<file path="config.mk">
export PLATFORM = sky130hd
export DESIGN_NAME = sha256_stream_hash_unit
export DESIGN_NICKNAME = d
export VERILOG_FILES = /design/src/sha_pkg.sv /design/src/sha_mem.sv /design/src/sha_eng.sv /design/src/sha256_stream_hash_unit.sv
export SDC_FILE = /design/constraint.sdc
export NUM_CORES = 2
export LEC_CHECK = 0
export BUFFER_PORTS_ARGS = -buffer_cell sky130_fd_sc_hd__buf_2
export CAP_MARGIN = 20
export CORE_MARGIN = 4
export CORE_UTILIZATION = 30
export CTS_CLUSTER_SIZE = 28
export DETAILED_ROUTE_END_ITERATION = 8
export HOLD_SLACK_MARGIN = 0.02
export SYNTH_ARGS = -nofsm -noshare
export SYNTH_HDL_FRONTEND = slang
export SYNTH_HIERARCHICAL = 1
export SYNTH_SLANG_ARGS = --single-unit
</file>
<file path="constraint.sdc">
create_clock -name clk -period 14.8 [get_ports clk]
set_input_delay 2.96 -clock clk [delete_from_list [all_inputs] [get_ports clk]]
set_output_delay 2.96 -clock clk [all_outputs]
set_load 0.005 [all_outputs]
</file>
<file path="src/sha_pkg.sv">
// ----------------------------------------------------------------------------
// sha_pkg
// Shared types, constants and round functions of the streaming SHA-256 unit.
// ----------------------------------------------------------------------------
package sha_pkg;

  localparam int unsigned WordW  = 32;
  localparam int unsigned BlkW   = 16;   // words per block
  localparam int unsigned MsgW   = 61;   // byte counter width

  localparam logic [31:0] PadMark = 32'h8000_0000;

  typedef logic [3:0] widx_t;

  // top level sequencer
  typedef enum logic [2:0] {
    S_IDLE, S_PAD, S_ZERO, S_LEN_HI, S_LEN_LO, S_COMP, S_OUT
  } seq_state_t;

  // round engine
  typedef enum logic [1:0] {
    E_IDLE, E_LOAD, E_ROUND, E_FINAL
  } eng_state_t;

  typedef struct packed {
    logic start;   // compress the buffered block
    logic init;    // reload the initial hash value
  } eng_ctl_t;

  typedef struct packed {
    logic busy;
    logic done;    // one-cycle pulse when the chaining state is updated
  } eng_sts_t;

  localparam logic [7:0][31:0] InitH = {
    32'h5be0cd19, 32'h1f83d9ab, 32'h9b05688c, 32'h510e527f,
    32'ha54ff53a, 32'h3c6ef372, 32'hbb67ae85, 32'h6a09e667};

  localparam logic [63:0][31:0] RoundK = {
    32'hc67178f2, 32'hbef9a3f7, 32'ha4506ceb, 32'h90befffa,
    32'h8cc70208, 32'h84c87814, 32'h78a5636f, 32'h748f82ee,
    32'h682e6ff3, 32'h5b9cca4f, 32'h4ed8aa4a, 32'h391c0cb3,
    32'h34b0bcb5, 32'h2748774c, 32'h1e376c08, 32'h19a4c116,
    32'h106aa070, 32'hf40e3585, 32'hd6990624, 32'hd192e819,
    32'hc76c51a3, 32'hc24b8b70, 32'ha81a664b, 32'ha2bfe8a1,
    32'h92722c85, 32'h81c2c92e, 32'h766a0abb, 32'h650a7354,
    32'h53380d13, 32'h4d2c6dfc, 32'h2e1b2138, 32'h27b70a85,
    32'h14292967, 32'h06ca6351, 32'hd5a79147, 32'hc6e00bf3,
    32'hbf597fc7, 32'hb00327c8, 32'ha831c66d, 32'h983e5152,
    32'h76f988da, 32'h5cb0a9dc, 32'h4a7484aa, 32'h2de92c6f,
    32'h240ca1cc, 32'h0fc19dc6, 32'hefbe4786, 32'he49b69c1,
    32'hc19bf174, 32'h9bdc06a7, 32'h80deb1fe, 32'h72be5d74,
    32'h550c7dc3, 32'h243185be, 32'h12835b01, 32'hd807aa98,
    32'hab1c5ed5, 32'h923f82a4, 32'h59f111f1, 32'h3956c25b,
    32'he9b5dba5, 32'hb5c0fbcf, 32'h71374491, 32'h428a2f98};

  function automatic logic [31:0] rotr(input logic [31:0] x, input int unsigned n);
    rotr = (x >> n) | (x << (32 - n));
  endfunction

  function automatic logic [31:0] bsig0(input logic [31:0] x);
    bsig0 = rotr(x, 2) ^ rotr(x, 13) ^ rotr(x, 22);
  endfunction

  function automatic logic [31:0] bsig1(input logic [31:0] x);
    bsig1 = rotr(x, 6) ^ rotr(x, 11) ^ rotr(x, 25);
  endfunction

  function automatic logic [31:0] ssig0(input logic [31:0] x);
    ssig0 = rotr(x, 7) ^ rotr(x, 18) ^ (x >> 3);
  endfunction

  function automatic logic [31:0] ssig1(input logic [31:0] x);
    ssig1 = rotr(x, 17) ^ rotr(x, 19) ^ (x >> 10);
  endfunction

endpackage

</file>
<file path="src/sha_mem.sv">
// ----------------------------------------------------------------------------
// sha_mem
// Block buffer: 16 x 32 single-write, single-read RAM, registered read data.
// ----------------------------------------------------------------------------
module sha_mem
  import sha_pkg::*;
(
  input  logic        clk,
  input  logic        wr_en,
  input  widx_t       wr_addr,
  input  logic [31:0] wr_data,
  input  widx_t       rd_addr,
  output logic [31:0] rd_data
);

  logic [31:0] mem [BlkW];

  // write port
  always_ff @(posedge clk) begin
    if (wr_en) begin
      mem[wr_addr] <= wr_data;
    end
  end

  // read port, registered
  always_ff @(posedge clk) begin
    rd_data <= mem[rd_addr];
  end

endmodule

</file>
<file path="src/sha_eng.sv">
// ----------------------------------------------------------------------------
// sha_eng
// Compression engine: one round per cycle, message words streamed from the
// block buffer for rounds 0..15, then expanded in a 16-word schedule window.
// ----------------------------------------------------------------------------
module sha_eng
  import sha_pkg::*;
(
  input  logic             clk,
  input  logic             rst_n,
  input  eng_ctl_t         ctl,
  output eng_sts_t         sts,
  output widx_t            rd_addr,
  input  logic [31:0]      rd_data,
  output logic [7:0][31:0] hash
);

  eng_state_t       est_r, est_nxt;
  logic [5:0]       rnd_r, rnd_nxt;
  logic [7:0][31:0] v_r, v_nxt;
  logic [15:0][31:0] w_r, w_nxt;
  logic [7:0][31:0] h_r, h_nxt;

  logic [31:0] wr, x1, x2, ch, mj;

  // next state
  always_comb begin
    est_nxt = est_r;
    unique case (est_r)
      E_IDLE:  if (ctl.start) est_nxt = E_LOAD;
      E_LOAD:  est_nxt = E_ROUND;
      E_ROUND: if (rnd_r == 6'd63) est_nxt = E_FINAL;
      E_FINAL: est_nxt = E_IDLE;
      default: est_nxt = E_IDLE;
    endcase
  end

  // buffer read address runs one word ahead of the round
  always_comb begin
    rd_addr = '0;
    unique case (est_r)
      E_ROUND: rd_addr = rnd_r[3:0] + widx_t'(1);
      default: rd_addr = '0;
    endcase
  end

  // round datapath
  always_comb begin
    if (rnd_r < 6'd16) begin
      wr = rd_data;
    end else begin
      wr = ssig1(w_r[14]) + w_r[9] + ssig0(w_r[1]) + w_r[0];
    end
    ch = (v_r[4] & v_r[5]) ^ (~v_r[4] & v_r[6]);
    mj = (v_r[0] & v_r[1]) ^ (v_r[0] & v_r[2]) ^ (v_r[1] & v_r[2]);
    x1 = v_r[7] + bsig1(v_r[4]) + ch + RoundK[rnd_r] + wr;
    x2 = bsig0(v_r[0]) + mj;

    v_nxt   = v_r;
    w_nxt   = w_r;
    h_nxt   = h_r;
    rnd_nxt = rnd_r;
    unique case (est_r)
      E_IDLE: begin
        if (ctl.init) h_nxt = InitH;
      end
      E_LOAD: begin
        v_nxt   = h_r;
        rnd_nxt = '0;
      end
      E_ROUND: begin
        v_nxt[7] = v_r[6];
        v_nxt[6] = v_r[5];
        v_nxt[5] = v_r[4];
        v_nxt[4] = v_r[3] + x1;
        v_nxt[3] = v_r[2];
        v_nxt[2] = v_r[1];
        v_nxt[1] = v_r[0];
        v_nxt[0] = x1 + x2;
        for (int i = 0; i < 15; i++) w_nxt[i] = w_r[i+1];
        w_nxt[15] = wr;
        rnd_nxt   = rnd_r + 6'd1;
      end
      E_FINAL: begin
        for (int i = 0; i < 8; i++) h_nxt[i] = h_r[i] + v_r[i];
      end
      default: ;
    endcase
  end

  always_ff @(posedge clk) begin
    if (!rst_n) begin
      est_r <= E_IDLE;
      rnd_r <= '0;
      h_r   <= InitH;
    end else begin
      est_r <= est_nxt;
      rnd_r <= rnd_nxt;
      h_r   <= h_nxt;
    end
  end

  // working variables and schedule window
  always_ff @(posedge clk) begin
    v_r <= v_nxt;
    w_r <= w_nxt;
  end

  assign sts.busy = (est_r != E_IDLE);
  assign sts.done = (est_r == E_FINAL);
  assign hash     = h_r;

endmodule

</file>
<file path="src/sha256_stream_hash_unit.sv">
// A word that fills a block stalls input while that block is compressed;
// the last word adds padding writes, one or two compressions, then 8 outputs.
// Input waits for each block's compression, since the one-round-per-cycle
// engine shares the block buffer with the input.
// Reset: synchronous active-low rst_n; hash state returns to the initial value,
// counters clear. The same restart happens after the eighth digest transfer.
// ----------------------------------------------------------------------------
// sha256_stream_hash_unit
// Streaming SHA-256: packs bytes into the block buffer, pads, compresses and
// emits the eight digest words.
// ----------------------------------------------------------------------------
module sha256_stream_hash_unit
  import sha_pkg::*;
(
  input  logic        clk,
  input  logic        rst_n,
  input  logic        in_valid,
  output logic        in_ready,
  input  logic [31:0] in_data_word,
  input  logic [2:0]  in_byte_count,
  input  logic        in_last_word,
  output logic        out_valid,
  input  logic        out_ready,
  output logic [31:0] out_digest_word,
  output logic        out_digest_last
);

  seq_state_t  st_r, st_nxt, ret_r, ret_nxt;
  logic [5:0]  fill_r, fill_nxt;       // {word index, byte offset}
  logic [31:0] acc_r, acc_nxt;         // partial word, bytes packed high
  logic [MsgW-1:0] msg_r, msg_nxt;
  logic [2:0]  oidx_r, oidx_nxt;

  eng_ctl_t         ctl;
  eng_sts_t         sts;
  widx_t            rd_addr;
  logic [31:0]      rd_data;
  logic [7:0][31:0] hash;

  logic        wr_en;
  widx_t       wr_addr;
  logic [31:0] wr_data;

  widx_t       idx;
  logic [1:0]  off;
  logic [2:0]  cntc, tot;
  logic [31:0] masked, acc_eff, pad_word;
  logic [63:0] comb_w;
  logic        in_xfer, out_xfer, full_word, blk_end;

  assign idx      = fill_r[5:2];
  assign off      = fill_r[1:0];
  assign in_xfer  = in_valid && in_ready;
  assign out_xfer = out_valid && out_ready;
  assign blk_end  = (idx == widx_t'(BlkW - 1));

  // byte packing of an input word onto the current fill position
  always_comb begin
    cntc     = (in_byte_count > 3'd4) ? 3'd4 : in_byte_count;
    masked   = (cntc == 3'd4) ? in_data_word
             : (in_data_word & ~(32'hffff_ffff >> {cntc[1:0], 3'b000}));
    acc_eff  = (off == 2'd0) ? 32'd0 : acc_r;
    comb_w   = ({masked, 32'd0} >> {off, 3'b000}) | {acc_eff, 32'd0};
    tot      = {1'b0, off} + cntc;
    full_word = (tot >= 3'd4);
    pad_word = acc_eff | (PadMark >> {off, 3'b000});
  end

  // next state
  always_comb begin
    st_nxt  = st_r;
    ret_nxt = ret_r;
    unique case (st_r)
      S_IDLE: begin
        if (in_xfer) begin
          if (full_word && blk_end) begin
            st_nxt  = S_COMP;
            ret_nxt = in_last_word ? S_PAD : S_IDLE;
          end else if (in_last_word) begin
            st_nxt = S_PAD;
          end
        end
      end
      S_PAD, S_ZERO: begin
        if (blk_end) begin
          st_nxt  = S_COMP;
          ret_nxt = S_ZERO;
        end else if (idx == widx_t'(13)) begin
          st_nxt = S_LEN_HI;
        end else begin
          st_nxt = S_ZERO;
        end
      end
      S_LEN_HI: st_nxt = S_LEN_LO;
      S_LEN_LO: begin
        st_nxt  = S_COMP;
        ret_nxt = S_OUT;
      end
      S_COMP: begin
        if (sts.done) begin
          st_nxt = (ret_r == S_ZERO && idx == widx_t'(14)) ? S_LEN_HI : ret_r;
        end
      end
      S_OUT: begin
        if (out_xfer && oidx_r == 3'd7) st_nxt = S_IDLE;
      end
      default: st_nxt = S_IDLE;
    endcase
  end

  // outputs and datapath updates
  always_comb begin
    in_ready  = (st_r == S_IDLE);
    out_valid = (st_r == S_OUT);
    wr_en     = 1'b0;
    wr_addr   = idx;
    wr_data   = comb_w[63:32];
    ctl       = '0;
    fill_nxt  = fill_r;
    acc_nxt   = acc_r;
    msg_nxt   = msg_r;
    oidx_nxt  = oidx_r;
    unique case (st_r)
      S_IDLE: begin
        if (in_xfer) begin
          msg_nxt = msg_r + MsgW'(cntc);
          if (full_word) begin
            wr_en    = 1'b1;
            acc_nxt  = comb_w[31:0];
            fill_nxt = {idx + widx_t'(1), 2'(tot - 3'd4)};
            ctl.start = blk_end;
          end else begin
            acc_nxt  = comb_w[63:32];
            fill_nxt = {idx, tot[1:0]};
          end
        end
      end
      S_PAD, S_ZERO: begin
        wr_en     = 1'b1;
        wr_data   = (st_r == S_PAD) ? pad_word : 32'd0;
        fill_nxt  = {idx + widx_t'(1), 2'd0};
        ctl.start = blk_end;
      end
      S_LEN_HI: begin
        wr_en    = 1'b1;
        wr_data  = msg_r[MsgW-1:MsgW-32];
        fill_nxt = {idx + widx_t'(1), 2'd0};
      end
      S_LEN_LO: begin
        wr_en     = 1'b1;
        wr_data   = {msg_r[MsgW-33:0], 3'b000};
        fill_nxt  = 6'd0;
        ctl.start = 1'b1;
      end
      S_OUT: begin
        if (out_xfer) begin
          oidx_nxt = oidx_r + 3'd1;
          if (oidx_r == 3'd7) begin
            ctl.init = 1'b1;
            msg_nxt  = '0;
            fill_nxt = '0;
          end
        end
      end
      default: ;
    endcase
    out_digest_word = hash[oidx_r];
    out_digest_last = (oidx_r == 3'd7);
  end

  always_ff @(posedge clk) begin
    if (!rst_n) begin
      st_r   <= S_IDLE;
      ret_r  <= S_IDLE;
      fill_r <= '0;
      msg_r  <= '0;
      oidx_r <= '0;
    end else begin
      st_r   <= st_nxt;
      ret_r  <= ret_nxt;
      fill_r <= fill_nxt;
      msg_r  <= msg_nxt;
      oidx_r <= oidx_nxt;
    end
  end

  always_ff @(posedge clk) begin
    acc_r <= acc_nxt;
  end

  sha_mem u_mem (
    .clk     (clk),
    .wr_en   (wr_en),
    .wr_addr (wr_addr),
    .wr_data (wr_data),
    .rd_addr (rd_addr),
    .rd_data (rd_data)
  );

  sha_eng u_eng (
    .clk     (clk),
    .rst_n   (rst_n),
    .ctl     (ctl),
    .sts     (sts),
    .rd_addr (rd_addr),
    .rd_data (rd_data),
    .hash    (hash)
  );

`ifndef SYNTH
  // buffer is never written while the engine reads it
  a_no_wr_busy: assert property (@(posedge clk) disable iff (!rst_n)
    sts.busy |-> !wr_en) else $error("buffer write during compression");

  // compression only starts with the engine idle
  a_start_idle: assert property (@(posedge clk) disable iff (!rst_n)
    ctl.start |-> !sts.busy) else $error("start while engine busy");

  // input and output never both open
  a_excl: assert property (@(posedge clk) disable iff (!rst_n)
    !(in_ready && out_valid)) else $error("input open during digest output");

  // after the final digest transfer the unit is back at the block start
  a_restart: assert property (@(posedge clk) disable iff (!rst_n)
    (out_xfer && out_digest_last) |=> (in_ready && fill_r == 6'd0 && msg_r == '0))
    else $error("no restart after digest");
`endif

endmodule
</file>
# After elaboration in Yosys (flattened, before gate mapping)
# Memories as Yosys holds them, arrays and structs flattened. A register that Yosys moved wholly into a read port is not among the register bits.
# Cells that the tools add are included.
[op_classes]
addsub = 25
order_cmp = 5
n_eq_ne = 28
shift = 3
muxes = 54
n_bitwise = 31
n_reduce_logical = 25
[ops]
columns = ["cell", "count"]
rows = [
  ["one-hot mux 256 bit (2 select lines)", 2],
  ["adder 32 bit", 18],
  ["bitwise XOR 32 bit", 9],
  ["2-to-1 mux 256 bit", 1],
  ["2-to-1 mux 32 bit", 7],
  ["AND 32 bit", 6],
  ["2-to-1 mux 61 bit", 3],
  ["one-hot mux 61 bit (2 select lines)", 1],
  ["binary-select mux 32 bit (select 3 bit)", 1],
  ["one-hot mux 32 bit (3 select lines)", 1],
  ["inverter 32 bit", 2],
  ["OR 64 bit", 1],
  ["right shift 32 x 5 -> 32 bit (first input constant)", 2],
  ["right shift 64 x 5 -> 64 bit", 1],
  ["adder 61 x 3 -> 61 bit", 1],
  ["2-to-1 mux 6 bit", 6],
  ["2-to-1 mux 3 bit", 11],
  ["OR 10 x 32 -> 32 bit", 1],
  ["OR 13 x 32 -> 32 bit", 1],
  ["OR 14 x 32 -> 32 bit", 1],
  ["OR 15 x 32 -> 32 bit", 1],
  ["OR 19 x 32 -> 32 bit", 1],
  ["OR 21 x 32 -> 32 bit", 1],
  ["OR 25 x 32 -> 32 bit", 1],
  ["other kinds (48)", 91],
]
[totals]
ff_bits = 1140
ramBits = 512
rom_bits = 2048
output_inout_bits = 35
wordCells = 214
n_memories = 2
[memory_table]
columns = ["name", "depth", "word_bits", "rd", "rd_ports_with_merged_regs", "wr", "line", "rtl"]
rows = [
  ["(name not given)", 64, 32, 1, 1, 0, "sha_eng.sv:56", "x1 = v_r[7] + bsig1(v_r[4]) + ch + RoundK[rnd_r] + wr;"],
  ["u_mem.mem", 16, 32, 1, 1, 1, "sha_mem.sv:16", "logic [31:0] mem [BlkW];"],
]

# Depth between registers and ports, before layout
[depth]
ltp_word = 10
mapped_depth = 48
depth_no_buf = 48

# Hierarchy
# The synthesis kept the hierarchy.
[by_module_without_submodules]
columns = ["mod", "n_inst", "cells_each", "area_per_inst_um2", "seq_area_each_um2"]
rows = [
  ["sha_eng", 1, 5879, 63789.9, 28987.8],
  ["sha_mem", 1, 838, 19835.3, 16015.4],
  ["sha256_stream_hash_unit", 1, 1015, 8942.3, 2482.4],
]

# Worst setup path after synthesis
# No wires, ideal clock.
[synth_timing]
path_kind = "register to register"
start = "reg u_eng.est_r[0]"
end = "reg (tool-made name)"
setup_time_ps = 126
arrival_time_ps = 14850
required_ps = 14674
path_slack_ps = -177
path_stages_with_launch = 16
period_less_slack_ps = 14977
cell_sequence = "dfxtp_1 > inv_1 > ha_1 > clkbuf_1 > and2_1 > mux2_2 > nand2_1 > clkbuf_1 > ha_1 > buf_1 > clkbuf_1 > nand2_1 > a311oi_1 > o211ai_1 > a21oi_1 > a21oi_1"
[synth_rtl]
columns = ["item", "line", "rtl"]
rows = [
  ["from (decl)", "sha_eng.sv:18", "eng_state_t est_r, est_nxt;"],
  ["from (signal assigned)", "sha_eng.sv:97", "est_r <= est_nxt;"],
]

==> results.ini <==
[run_status]
status = complete, no violations

[setup_path]
critPathMaxStageDelay_ns = 0.50
r2r-end = u_eng/v_r[31]
worst_path_most_repeated_cell = fa_1
crit_path_top_delay_cell = edfxtp_1
path_class = reg -> reg
crit_path_max_fanout = 6
arrival_ns = 11.81
worstSetupStartpointType = register
worst-r2r-cell-count = 46
rrSetupSlack_ns = 3.58
end_kind = register
rr_startpoint = u_eng/w_r[466]
critical_path_required_ns = 15.39

[clock_network]
path_clk_slew_ns = 0.06
cts.path.max_buffers = 3
cts_root_buf = clkbuf_16
numClockSinks = 1716
cts_made_buffers = 189
cts_hold_buf = 0
postCtsSetupBuffers = 0
htree_levels = 4
cts_tree = built
ctsResizeCount = 0
clk_latency_ns = 0.90

[logic_synthesis]
synth-seq-area-share = 0.5130
ys_warn_count = 6
synthArstFlopShare = 0
syn_inst = 7732
synth-seq-cells = 1716
synth_area_um2 = 92570
synth_fp_nets = 8372
synth_edf_count = 1312
syn_avg_cell_area_um2 = 11.97
synth_flop_cell = edfxtp_1
synth_cell_types = 99

[power]
power.density_nw_per_um2 = 133.7
cellLeakagePower_nw = 37.69
p_clk_frac = 0.342
peakVddDrop_v = 0.0001350
swShare = 0.3196
internal_power_mw = 9.477
seq_power_share = 0.385
p_switching_mw = 4.452
pwr-share-comb = 0.273

[sta]
rsz0062_at_grt = false
fin_crit_sh = 0.7581
fin_crit_ns = 11.22
slew_viol_final = 0
worst_slew_pin_slew_ns = 1.262
fmax_mhz = 89.12
skew_ns = 0.08415
tns_ns = 0
whs_ns = 0.3689
maxSlewHeadroom = 0.1584
setup_violations = 0
finalHoldViolations = 0

[floorplanning]
ios = 75
start_util = 0.3019
die_area_um2 = 317500
core_um2 = 306600
row_count = 203
die_h_um = 563.5
die_x_um = 563.5

[hold_path]
hold_depth = 0
hold_end = u_eng/w_r[411]
min_from = u_eng/w_r[443]
hold_class = reg -> reg

[global_routing]
grt_max_degree = 205
grt_pass1_wl_um = 424900
gr-total-overflow = 0
grt_pass1_vias = 62790
antenna_found_initial = 13
grt_usage = 0.1766

[placed_design]
place_congestion = 0.9557
dpl.hpwl_um = 202400
placed_cell_area_um2 = 97750
port_buffers = 74

[layout]
num-nets-final = 8379
drive_gt1_frac = 0.1364
multiInputGateArea_um2 = 42020
nFillCells = 30220
layout_commonest_cell = edfxtp_1
final_cell_mix = 1312 x edfxtp_1, 519 x nand2_1, 486 x inv_1, 476 x a21oi_1, 401 x dfxtp_1
syn2layout_area_growth_pct = 12.54
regArea_um2 = 47490
finalInstanceArea_um2 = 104200

[job]
maxCapViolCount = 0

[detailed_routing]
drtIter0Drc = 6698
vias = 64030
drtAntennaViolNets = 0
first_pass_iters = 5
drt_wl_total_um = 288800
via_per_inst = 5.333
wl_per_cell_um = 24.06
drcViolationCount = 0

flip-flops by register name, indices dropped and copies added, names as in the netlist, named ones only:
name	cells
fill_r	6
u_eng/v_r	256
u_mem/mem	512
u_eng/est_r	2
acc_r	32
u_eng/hash	256
ret_r	3
u_mem/rd_data	32
u_eng/w_r	512
msg_r	61
st_r	3
u_eng/rnd_r	6
oidx_r	3
Yosys cell counts, drive strengths merged (51+ instances only):
cell type  instances  share of area
a21oi            477          0.026
nand2b            60         0.0041
o211ai            58         0.0047
inv              487          0.020
nand2            525          0.021
nor3              78         0.0042
buf               73         0.0036
nand3            130         0.0070
dfxtp            404          0.087
o21ai            373          0.020
o21a              51         0.0041
clkbuf           310          0.013
o21bai            65         0.0053
a21o             193          0.016
edfxtp          1312           0.43
nor2             377          0.015
xor2             224          0.021
fa               197          0.043
nand4             56         0.0039
ha               403          0.054
xnor2            385          0.037
mux2             300          0.037
o22ai            101         0.0068
a22oi            141          0.011
nor2b            121         0.0082
mux4             192          0.047
a31oi             56         0.0038
metal layers:
| metal | vias up | wire length, um | GRT usage |
|---|---|---|---|
| met1 | 32480 | 129900 | 0.2520 |
| met4 | 0 | 7645 | 0.04751 |
| li1 | 28650 | - | - |
| met3 | 415 | 19950 | 0.02661 |
| met5 | - | 0 | 0 |
| met2 | 2489 | 131300 | 0.2791 |
power by group through the flow:
stage	clock network, mW	registers [mW]	logic (mW)
after detailed placement	0	5.47	3.72
after CTS	4.87	5.37	3.75
final	4.76	5.37	3.80
after floorplan	0	5.43	2.70
after global routing	5.07	5.37	4.17
after global placement	0	5.47	3.65
logic make-up (layout without fill, tap and decap cells):
| family | count (synthesis) | after routing | synth area share |
|---|---|---|---|
| multiplexers | 520 | 520 | 0.08628 |
| AND/OR/NAND/NOR | 1546 | 1546 | 0.07853 |
| adder cells (fa/ha/maj) | 604 | 604 | 0.09751 |
| AO/OA/AOI/OAI | 1862 | 1862 | 0.1309 |
| XOR/XNOR | 609 | 609 | 0.05770 |
| other | 0 | 2 | 0 |
| buffers and inverters | 875 | 1048 | 0.03614 |
| flip-flops | 1716 | 1716 | 0.5130 |
worst max-delay path by stage:
| stage | startpoint | slack, ns | to |
|---|---|---|---|
| after floorplan | u_eng/w_r[468] | 5.15 | u_eng/v_r[30] |
| after global placement | u_eng/w_r[466] | 3.74 | u_eng/v_r[31] |
| after detailed placement | u_eng/w_r[472] | 3.79 | u_eng/v_r[31] |
| after CTS | u_eng/w_r[465] | 3.75 | u_eng/v_r[31] |
| after global routing | u_eng/w_r[468] | 3.11 | u_eng/v_r[31] |
| final | u_eng/w_r[466] | 3.58 | u_eng/v_r[31] |
per-stage QoR:
stage                     power [mW]  cells  setup WS [ns]  utilization
after global routing           14.61  12010          3.111       0.3398
after detailed placement       9.187  11640          3.793       0.3188
after CTS                      13.99  11990          3.746       0.3395
after global placement         9.118  11640          3.742       0.3188
final                          13.93  12010          3.580       0.3398
after floorplan                8.132   7732          5.150            -
critical path, delay by kind of cell (launching register included):
| kind | cells | cell delay (ns) |
|---|---|---|
| xor+xnor | 6 | 1.05 |
| compound gates | 17 | 3.90 |
| simple gates | 6 | 0.78 |
| mux | 1 | 0.26 |
| buf+inv | 6 | 0.41 |
| fa+ha+maj | 10 | 4.11 |
| flops | 1 | 0.50 |
layout make-up:
class / count / area share
Sequential cell: 1716 / 0.4559
Multi-Input combinational cell: 5141 / 0.4034
Clock buffer: 261 / 0.04947
Tap cell: 4100 / 0.04924
Inverter: 492 / 0.01773
Timing Repair Buffer: 199 / 0.01300
Clock inverter: 96 / 0.01118
Antenna cell: 2 / 0.00004804
(Power assumes the default switching activity.)
